<file path="src/rtl/sird_pkg.sv">
// ----------------------------------------------------------------------------
// sird_pkg: shared types and constants for the radix digit converter
// Payload structs, field widths and the digit-to-ASCII mapping.
// ----------------------------------------------------------------------------
package sird_pkg;

  localparam int unsigned VALUE_WIDTH = 32;
  localparam int unsigned MAX_DIGITS  = 32;
  localparam int unsigned BASE_WIDTH  = 5;
  localparam int unsigned CHAR_WIDTH  = 8;

  localparam int unsigned CNT_WIDTH = $clog2(MAX_DIGITS + 1);
  localparam int unsigned IDX_WIDTH = $clog2(MAX_DIGITS);
  localparam int unsigned BIT_WIDTH = $clog2(VALUE_WIDTH);

  localparam logic [BASE_WIDTH-1:0] BASE_MIN = BASE_WIDTH'(2);
  localparam logic [BASE_WIDTH-1:0] BASE_MAX = BASE_WIDTH'(16);

  localparam logic [CHAR_WIDTH-1:0] CHAR_MINUS = 8'h2D;
  localparam logic [CHAR_WIDTH-1:0] CHAR_ZERO  = 8'h30;
  localparam logic [CHAR_WIDTH-1:0] CHAR_A     = 8'h41;
  localparam logic [CHAR_WIDTH-1:0] CHAR_ERROR = 8'h00;

  typedef struct packed {
    logic signed [VALUE_WIDTH-1:0] value;
    logic [BASE_WIDTH-1:0]         base;
  } in_t;

  typedef struct packed {
    logic [CHAR_WIDTH-1:0] char_code;
    logic                  last;
    logic                  bad_base;
  } out_t;

  // Map a digit 0..15 to '0'-'9' or 'A'-'F'.
  function automatic logic [CHAR_WIDTH-1:0] digit_char(input logic [3:0] d);
    logic [CHAR_WIDTH-1:0] c;
    if (d < 4'd10) begin
      c = CHAR_ZERO + CHAR_WIDTH'(d);
    end else begin
      c = CHAR_A + CHAR_WIDTH'(d - 4'd10);
    end
    return c;
  endfunction

endpackage

</file>
<file path="src/rtl/signed_integer_to_radix_digits_top.sv">
// ----------------------------------------------------------------------------
// signed_integer_to_radix_digits_top: signed integer to ASCII digits
// Converts a signed value to text in base 2..16 with a bit-serial divider.
// ----------------------------------------------------------------------------
// One input transaction (value, base) yields one output transaction per
// character, most significant digit first, with a leading '-' for negative
// values and last set on the final character. A base outside 2..16 yields a
// single transaction with char_code 0, last and bad_base set. After the item
// is taken, each digit comes from the bit-serial restoring divider, which
// shifts the magnitude through one bit per cycle; the characters then go to
// the output register, one per cycle while the output is taken at once. A
// new item is taken only after the last character of the previous one has
// been loaded.
module signed_integer_to_radix_digits_top (
  input  logic            clk_i,
  input  logic            rst_ni,
  input  logic            in_valid_i,
  output logic            in_ready_o,
  input  sird_pkg::in_t   in_data_i,
  output logic            out_valid_o,
  input  logic            out_ready_i,
  output sird_pkg::out_t  out_data_o
);

  localparam logic [1:0] StIdle = 2'd0;
  localparam logic [1:0] StDiv  = 2'd1;
  localparam logic [1:0] StEmit = 2'd2;

  localparam int unsigned VW = sird_pkg::VALUE_WIDTH;
  localparam logic [sird_pkg::BIT_WIDTH-1:0] LastBit = sird_pkg::BIT_WIDTH'(VW - 1);
  localparam logic [sird_pkg::CNT_WIDTH-1:0] CntMax =
    sird_pkg::CNT_WIDTH'(sird_pkg::MAX_DIGITS);

  logic [1:0]                     state_q, state_d;
  logic [VW-1:0]                  mag_q, mag_d;
  logic [3:0]                     rem_q, rem_d;
  logic [sird_pkg::BASE_WIDTH-1:0] base_q, base_d;
  logic [sird_pkg::BIT_WIDTH-1:0] bit_q, bit_d;
  logic [sird_pkg::CNT_WIDTH-1:0] cnt_q, cnt_d;
  logic [sird_pkg::IDX_WIDTH-1:0] idx_q, idx_d;
  logic                           neg_q, neg_d;
  logic                           bad_q, bad_d;
  logic                           out_valid_q, out_valid_d;
  sird_pkg::out_t                 out_q, out_d;

  logic [3:0] digit_store_q [sird_pkg::MAX_DIGITS];
  logic       digit_we;

  logic                           in_acc;
  logic                           base_bad;
  logic [VW-1:0]                  v_in;
  logic [sird_pkg::BASE_WIDTH-1:0] trial;
  logic                           qbit;
  logic [3:0]                     rem_new;
  logic [sird_pkg::CNT_WIDTH-1:0] cnt_inc;
  logic                           slot_free;

  assign in_ready_o  = (state_q == StIdle);
  assign in_acc      = in_valid_i && in_ready_o;
  assign out_valid_o = out_valid_q;
  assign out_data_o  = out_q;
  assign slot_free   = !out_valid_q || out_ready_i;

  assign v_in     = in_data_i.value;
  assign base_bad = (in_data_i.base < sird_pkg::BASE_MIN) ||
                    (in_data_i.base > sird_pkg::BASE_MAX);

  // One restoring step: bring in the next magnitude bit, subtract if it fits.
  assign trial   = {rem_q, mag_q[VW-1]};
  assign qbit    = (trial >= base_q);
  assign rem_new = qbit ? 4'(trial - base_q) : trial[3:0];
  assign cnt_inc = cnt_q + sird_pkg::CNT_WIDTH'(1);

  always_comb begin
    state_d     = state_q;
    mag_d       = mag_q;
    rem_d       = rem_q;
    base_d      = base_q;
    bit_d       = bit_q;
    cnt_d       = cnt_q;
    idx_d       = idx_q;
    neg_d       = neg_q;
    bad_d       = bad_q;
    out_valid_d = out_valid_q;
    out_d       = out_q;
    digit_we    = 1'b0;

    if (out_valid_q && out_ready_i) begin
      out_valid_d = 1'b0;
    end

    unique case (state_q)
      StIdle: begin
        if (in_acc) begin
          bad_d   = base_bad;
          state_d = base_bad ? StEmit : StDiv;
          if (!base_bad) begin
            neg_d  = v_in[VW-1];
            mag_d  = v_in[VW-1] ? (~v_in + VW'(1)) : v_in;
            base_d = in_data_i.base;
            rem_d  = 4'd0;
            bit_d  = '0;
            cnt_d  = '0;
          end
        end
      end
      StDiv: begin
        rem_d = rem_new;
        mag_d = {mag_q[VW-2:0], qbit};
        bit_d = bit_q + sird_pkg::BIT_WIDTH'(1);
        if (bit_q == LastBit) begin
          // Digit done: store remainder, restart on the quotient.
          digit_we = 1'b1;
          cnt_d    = cnt_inc;
          rem_d    = 4'd0;
          bit_d    = '0;
          if (mag_d == '0 || cnt_inc == CntMax) begin
            idx_d   = cnt_q[sird_pkg::IDX_WIDTH-1:0];
            state_d = StEmit;
          end
        end
      end
      StEmit: begin
        if (slot_free) begin
          out_valid_d = 1'b1;
          priority if (bad_q) begin
            out_d.char_code = sird_pkg::CHAR_ERROR;
            out_d.last      = 1'b1;
            out_d.bad_base  = 1'b1;
            bad_d           = 1'b0;
            state_d         = StIdle;
          end else if (neg_q) begin
            out_d.char_code = sird_pkg::CHAR_MINUS;
            out_d.last      = 1'b0;
            out_d.bad_base  = 1'b0;
            neg_d           = 1'b0;
          end else begin
            out_d.char_code = sird_pkg::digit_char(digit_store_q[idx_q]);
            out_d.last      = (idx_q == '0);
            out_d.bad_base  = 1'b0;
            if (idx_q == '0) begin
              state_d = StIdle;
            end else begin
              idx_d = idx_q - sird_pkg::IDX_WIDTH'(1);
            end
          end
        end
      end
      default: begin
        state_d = StIdle;
      end
    endcase
  end

  always_ff @(posedge clk_i or negedge rst_ni) begin
    if (!rst_ni) begin
      state_q     <= StIdle;
      cnt_q       <= '0;
      mag_q       <= '0;
      neg_q       <= 1'b0;
      bad_q       <= 1'b0;
      out_valid_q <= 1'b0;
      bit_q       <= '0;
      idx_q       <= '0;
    end else begin
      state_q     <= state_d;
      cnt_q       <= cnt_d;
      mag_q       <= mag_d;
      neg_q       <= neg_d;
      bad_q       <= bad_d;
      out_valid_q <= out_valid_d;
      bit_q       <= bit_d;
      idx_q       <= idx_d;
    end
  end

  always_ff @(posedge clk_i) begin
    rem_q  <= rem_d;
    base_q <= base_d;
    out_q  <= out_d;
    if (digit_we) begin
      digit_store_q[cnt_q[sird_pkg::IDX_WIDTH-1:0]] <= rem_new;
    end
  end

  // An error result is always a single, final transaction.
  a_bad_is_last: assert property (@(posedge clk_i) disable iff (!rst_ni)
    out_valid_o && out_data_o.bad_base |-> out_data_o.last &&
      out_data_o.char_code == sird_pkg::CHAR_ERROR)
    else $error("bad_base result not marked last");

  // The sign never ends a conversion.
  a_minus_not_last: assert property (@(posedge clk_i) disable iff (!rst_ni)
    out_valid_o && out_data_o.char_code == sird_pkg::CHAR_MINUS |-> !out_data_o.last)
    else $error("minus sign marked last");

  // Digit count stays within the store.
  a_cnt_bound: assert property (@(posedge clk_i) disable iff (!rst_ni)
    cnt_q <= CntMax)
    else $error("digit count overflow");

  // A fresh accepted item always starts in divide or error-emit, never idle.
  a_accept_leaves_idle: assert property (@(posedge clk_i) disable iff (!rst_ni)
    in_acc |=> state_q != StIdle)
    else $error("accepted item did not start work");

endmodule

</file>
<file path="config.mk">
export PLATFORM = sky130hd
export DESIGN_NAME = signed_integer_to_radix_digits_top
export DESIGN_NICKNAME = d
export VERILOG_FILES = /design/src/rtl/sird_pkg.sv /design/src/rtl/signed_integer_to_radix_digits_top.sv
export SDC_FILE = /design/constraint.sdc
export NUM_CORES = 1
export LEC_CHECK = 0
export BUFFER_PORTS_ARGS = -buffer_cell sky130_fd_sc_hd__buf_2
export CAP_MARGIN = 20
export CORE_MARGIN = 4
export CORE_UTILIZATION = 45
export CTS_CLUSTER_DIAMETER = 40
export DETAILED_ROUTE_END_ITERATION = 8
export GPL_TIMING_DRIVEN = 0
export PLACE_DENSITY_LB_ADDON = 0.12
export SYNTH_ARGS = -nofsm -noshare
export SYNTH_HDL_FRONTEND = slang
export SYNTH_SLANG_ARGS = --single-unit
</file>
<file path="constraint.sdc">
create_clock -name clk_i -period 3.8 [get_ports clk_i]
set_input_delay 0.57 -clock clk_i [delete_from_list [all_inputs] [get_ports clk_i]]
set_output_delay 0.57 -clock clk_i [all_outputs]
set_load 0.01 [all_outputs]
</file>
Yosys cells after proc, flatten, opt, wreduce, memory -nomap -nowiden
Memory sizes are Yosys's and may differ from the RTL's.
Cells that the tools add are included.
- bitwise logic cells: 2
- add/sub/neg operators: 8
- reduce and logical (&&, ||, !) cells: 21
- eq/ne operators: 14
- order comparisons: 4
- multiplexer cells: 50
- operators with widths (cell ; number):
    $mux 32 ; 3
    $pmux 32 s2 ; 1
    $mux 5 ; 9
    $add 32x1->32 const B ; 1
    $logic_not 32->1 ; 1
    $not 32->32 ; 1
    $pmux 5 s2 ; 2
    $mux 6 ; 3
    $mux 2 ; 8
    $mux 4 ; 4
    $mux 8 ; 2
    $ne 2x2->1 const B ; 7
    $mux 1 ; 13
    $pmux 6 s2 ; 1
    $reduce_and 3->1 ; 3
    $add 7x8->8 const A ; 1
    $pmux 4 s2 ; 1
    $add 6x4->7 const A ; 1
    $reduce_and 7->1 ; 1
    $add 6x1->6 const B ; 1
    $eq 6x6->1 const B ; 1
    $ne 3x3->1 const B ; 2
    $pmux 2 s3 ; 1
    $reduce_and 6->1 ; 1
    other kinds (24) ; 30
- output and inout bits: 12
- register bits after elaboration: 72
- word-level logic and storage cells: 114
- memory bits (writable): 128
- memories kept: 1
- input port bits: 41
- memory list (memory ; depth ; width ; read ports ; clocked after Yosys merged registers in ; wr ports ; line ; text):
    digit_store_q ; 32 ; 4 ; 1 ; 0 ; 1 ; signed_integer_to_radix_digits_top.sv:46 ; logic [3:0] digit_store_q [sird_pkg::MAX_DIGITS];

Depth between registers and ports, before layout
- depth in word-level cells: 6
- gate-level depth with buffers: 13
- depth with buffers taken out: 10

Worst setup path after synthesis
No wires, ideal clock.
- path type: reg-to-reg
- from: register idx_q[0] in the netlist's numbering
- to: register out_q, in the netlist out_data_o[8] (data pin)
- path slack: 681 ps
- arrival: 2912 ps
- setup time: 207 ps
- period minus slack after synthesis: 3119 ps
- data required time: 3593 ps
- buffers on the path: 2
- cell stages (with the launch flop): 12
- path through: dfrtp_1 -> buf_2 -> buf_2 -> mux4_2 -> a22oi_1 -> a21oi_1 -> a21oi_1 -> ha_1 -> inv_1 -> ha_1 -> nand3b_1 -> a2111oi_0
- longest elaborated chain between the ends: 4
- elaborated cells between the ends (all ways): 6
- classes of those cells: 3 x add/sub; 1 x order compare; 1 x mux; 1 x memory
- ends and longest elaborated chain (element ; line ; text):
    start: declaration ; signed_integer_to_radix_digits_top.sv:40 ; logic [sird_pkg::IDX_WIDTH-1:0] idx_q, idx_d;
    start signal: assignment ; signed_integer_to_radix_digits_top.sv:173 ; idx_q <= idx_d;
    $mem_v2 32x4 (*) ; -- ;
    $sub 4x4->5 ; sird_pkg.sv:41 ; c = CHAR_A + CHAR_WIDTH'(d - 4'd10);
    $add 7x8->8 ; sird_pkg.sv:41 ;
    $mux 8 (*) ; sird_pkg.sv:38 ; if (d < 4'd10) begin
    end signal: assignment ; signed_integer_to_radix_digits_top.sv:180 ; out_q <= out_d;
    end: declaration ; signed_integer_to_radix_digits_top.sv:44 ; sird_pkg::out_t out_q, out_d;
Mark *: on every way between the ends. The rest lies on a longest branch, timed or not.
A chain may end at the register's enable or synchronous reset.

Worst setup path after layout
Same ends and word-level chain as after synthesis.

==> flow_summary.ini <==
[detailed_routing]
drt_iter0_drc = 498
routed_wl_um = 23050
dr_total_vias = 6442
ant_nets = 0
wl_per_cell_um = 20.95
drc = 0
viasPerCell = 5.856
first_pass_iters = 5

[pwr]
vdd_ir_drop_max_mv = 0.3692
power_frac_comb = 0.165
p_int_uw = 4228
power.switching_uw = 1696
switching_share = 0.2863
p_per_area_mw_per_mm2 = 551.4
sequentialPowerShare = 0.519
pwr-share-clk = 0.316
leakagePower_uw = 0.003851

[sta]
finClkSkew_ps = 9.740
finalSetupViolations = 0
hold_viol_final = 0
final_max_slew_viol_count = 0
relSlewSlack = 0.2830
hold_ws_ps = 47.36
timing.final.crit_share = 0.9329
max_freq_mhz = 282.1
finalCriticalPeriod_ps = 3545
worst_slew_pin_slew_ps = 1068
rsz0062_at_grt = no

[grt]
grt_usage = 0.1971
grt-ovfl-total = 0
grt_pass1_wl_um = 35740
grt_max_degree = 39
antenna_found_initial = 0
grt_pass1_vias = 6322

[die]
ioPinCount = 53
die_area_sq_mm = 0.02342
die_w_um = 153.1
rows = 52
core-area_sq_mm = 0.02049
die_h_um = 153.1
initial_core_util = 0.4620

[clock_network]
cts_inserted_buffers = 17
cts_max_level = 4
clkSinkCount = 199
cts_tree = done
hold_buffers = 0
cts.reportedPaths.clkPinSlew_ps = 70
cts_root_buf = clkbuf_16
post_cts_buffers = 0
clk_latency_ps = 440
clk_path_buf_depth = 2

[final_layout]
fillers = 1724
diodes = 0
final_common_cell = edfxtp_1
fin_nets = 877
fin_area_sq_mm = 0.01074
drive_above_1_share = 0.1735
area_growth_pct = 13.48
final_cell_mix = 146 x edfxtp_1, 68 x nor2_1, 58 x o21ai_0
fin_cells = 1100

[place]
hpwl_um = 16590
port_buffers = 51
dp.cells = 1068
placed_area_sq_mm = 0.01013
gp_congestion = 0.8196

[worst_setup_path]
cp-end-kind = register
critPathSlowestCell = mux4_2
cp-startpoint = idx_q[0]
ff2ff_setup_slack_ps = 250
cp_max_fo = 10
crit_chain = clkbuf_4 > buf_4 > mux4_2 > a22oi_1 > a21oi_1 > a21oi_1 > ha_1 > inv_1 > ha_1 > nand3b_1 > a2111oi_0
reg2reg_depth = 11
cp.arrival_ps = 3760
reg2reg_to = out_data_o[8]
start_kind = register
cpPeakStageDelay_ps = 550
cp_top_family = compound AO/OA/AOI/OAI gates
worst_ep_required_time_ps = 4010
crit_type = register to register
crit_buf_inv = 3
timing.rr.start = idx_q[0]

[yosys]
synth.yosys.warnings = 0
syn-cell-area_sq_mm = 0.009468
syn_nets = 804
synthArstFlopShare = 0.2663
synth_edf_count = 146
syn_avg_cell_area_sq_um = 12.73
ys_seq_area_frac = 0.6031
postSynthCellCount = 744
ys_ff_latch = 199
ys.flop_type = edfxtp_1
ys_types = 59

[run_status]
status = completed

[run]
maxCapViolCount = 0

[worst_hold_path]
hold_class = input port to async pin
==> through the flow <==
| step | utilization | power (uW) | worst slack [ps] | TNS [ps] |
|---|---|---|---|---|
| 5_1_grt | 0.5242 | 6179 | 9.563 | 0 |
| 3_5_place_dp | 0.4941 | 4097 | -152.0 | -289.7 |
| 2_1_floorplan | - | 3619 | 680.6 | 0 |
| 4_1_cts | 0.5240 | 5942 | 96.34 | 0 |
| 3_3_place_gp | 0.4909 | 3978 | -427.8 | -31300 |
| 6_report | 0.5242 | 5924 | 254.8 | 0 |
==> state kept, by name (all words and copies together) (netlist names) <==
signal / count
cnt_q: 6
bad_q: 1
bit_q: 5
out_data_o: 9
mag_q: 32
rem_q: 4
neg_q: 1
idx_q: 5
state_q: 2
digit_store_q: 128
out_valid_o: 1
base_q: 5
==> worst max path at each step <==
stage,cells after the start,slack (ps),end
final,11,250,out_data_o[8]
after global routing,11,10,out_data_o[8]
after CTS,11,100,out_data_o[8]
after detailed placement,11,-150,out_data_o[8]
after global placement,8,-430,digit_store_q[12][2]
after floorplan,11,680,out_data_o[8]
==> cell usage after synthesis, types with 8 or more instances <==
| master | number | area, sq um |
|---|---|---|
| mux2i_1 | 23 | 230.2 |
| inv_1 | 22 | 82.58 |
| o21ai_0 | 58 | 290.3 |
| clkbuf_1 | 26 | 97.59 |
| and2_1 | 8 | 50.05 |
| nor2b_1 | 11 | 68.82 |
| xor2_1 | 20 | 175.2 |
| ha_1 | 18 | 225.2 |
| a21oi_1 | 38 | 190.2 |
| o31ai_1 | 10 | 75.07 |
| a22oi_1 | 22 | 165.2 |
| nor3_1 | 8 | 40.04 |
| nor2_1 | 68 | 255.2 |
| edfxtp_1 | 146 | 4384 |
| mux4_2 | 25 | 563.0 |
| nand3_1 | 14 | 70.07 |
| nor4_1 | 10 | 62.56 |
| xnor2_1 | 13 | 113.9 |
| dfrtp_1 | 53 | 1326 |
| nand2_1 | 47 | 176.4 |
==> area by class of cell <==
cell class	instances	area, sq um	area share
repair buffers	54	301.5	0.02807
clock buffers	18	429.2	0.03994
inverters	23	86.33	0.008035
clock inverters	14	180.2	0.01677
flip-flops and latches	199	5710	0.5315
plain buffers	39	192.7	0.01793
well taps	270	337.8	0.03144
multi-input cells	483	3506	0.3263
==> power groups by stage <==
| stage | combinational (uW) | clock [uW] | sequential, uW |
|---|---|---|---|
| 6_report | 977 | 1870 | 3070 |
| 5_1_grt | 1100 | 1990 | 3090 |
| 4_1_cts | 982 | 1890 | 3070 |
| 3_5_place_dp | 980 | 0 | 3120 |
| 3_3_place_gp | 846 | 0 | 3130 |
| 2_1_floorplan | 545 | 0 | 3070 |
==> what timing repair did <==
action                     in CTS  in global routing
cloned                          0                  0
setup endpoints to repair       3                  2
gates resized for setup         2                  5
==> cell families after synthesis <==
group / synth area share
buffers and inverters: 0.02854
flip-flops: 0.6031
AO/OA/AOI/OAI: 0.1154
multiplexers: 0.08854
adder cells (fa/ha/maj): 0.02590
other: 0.0003961
XOR/XNOR: 0.03053
AND/OR/NAND/NOR: 0.1076
==> layer usage <==
metal  GRT usage  up-vias  share of wire
li1            -     2964              -
met1      0.2797     3244           0.46
met2      0.3028      199           0.46
met3     0.04665       35          0.068
met4     0.06322        0          0.019
met5           0        -              0
No activity file was read; power rests on OpenSTA's default activity.
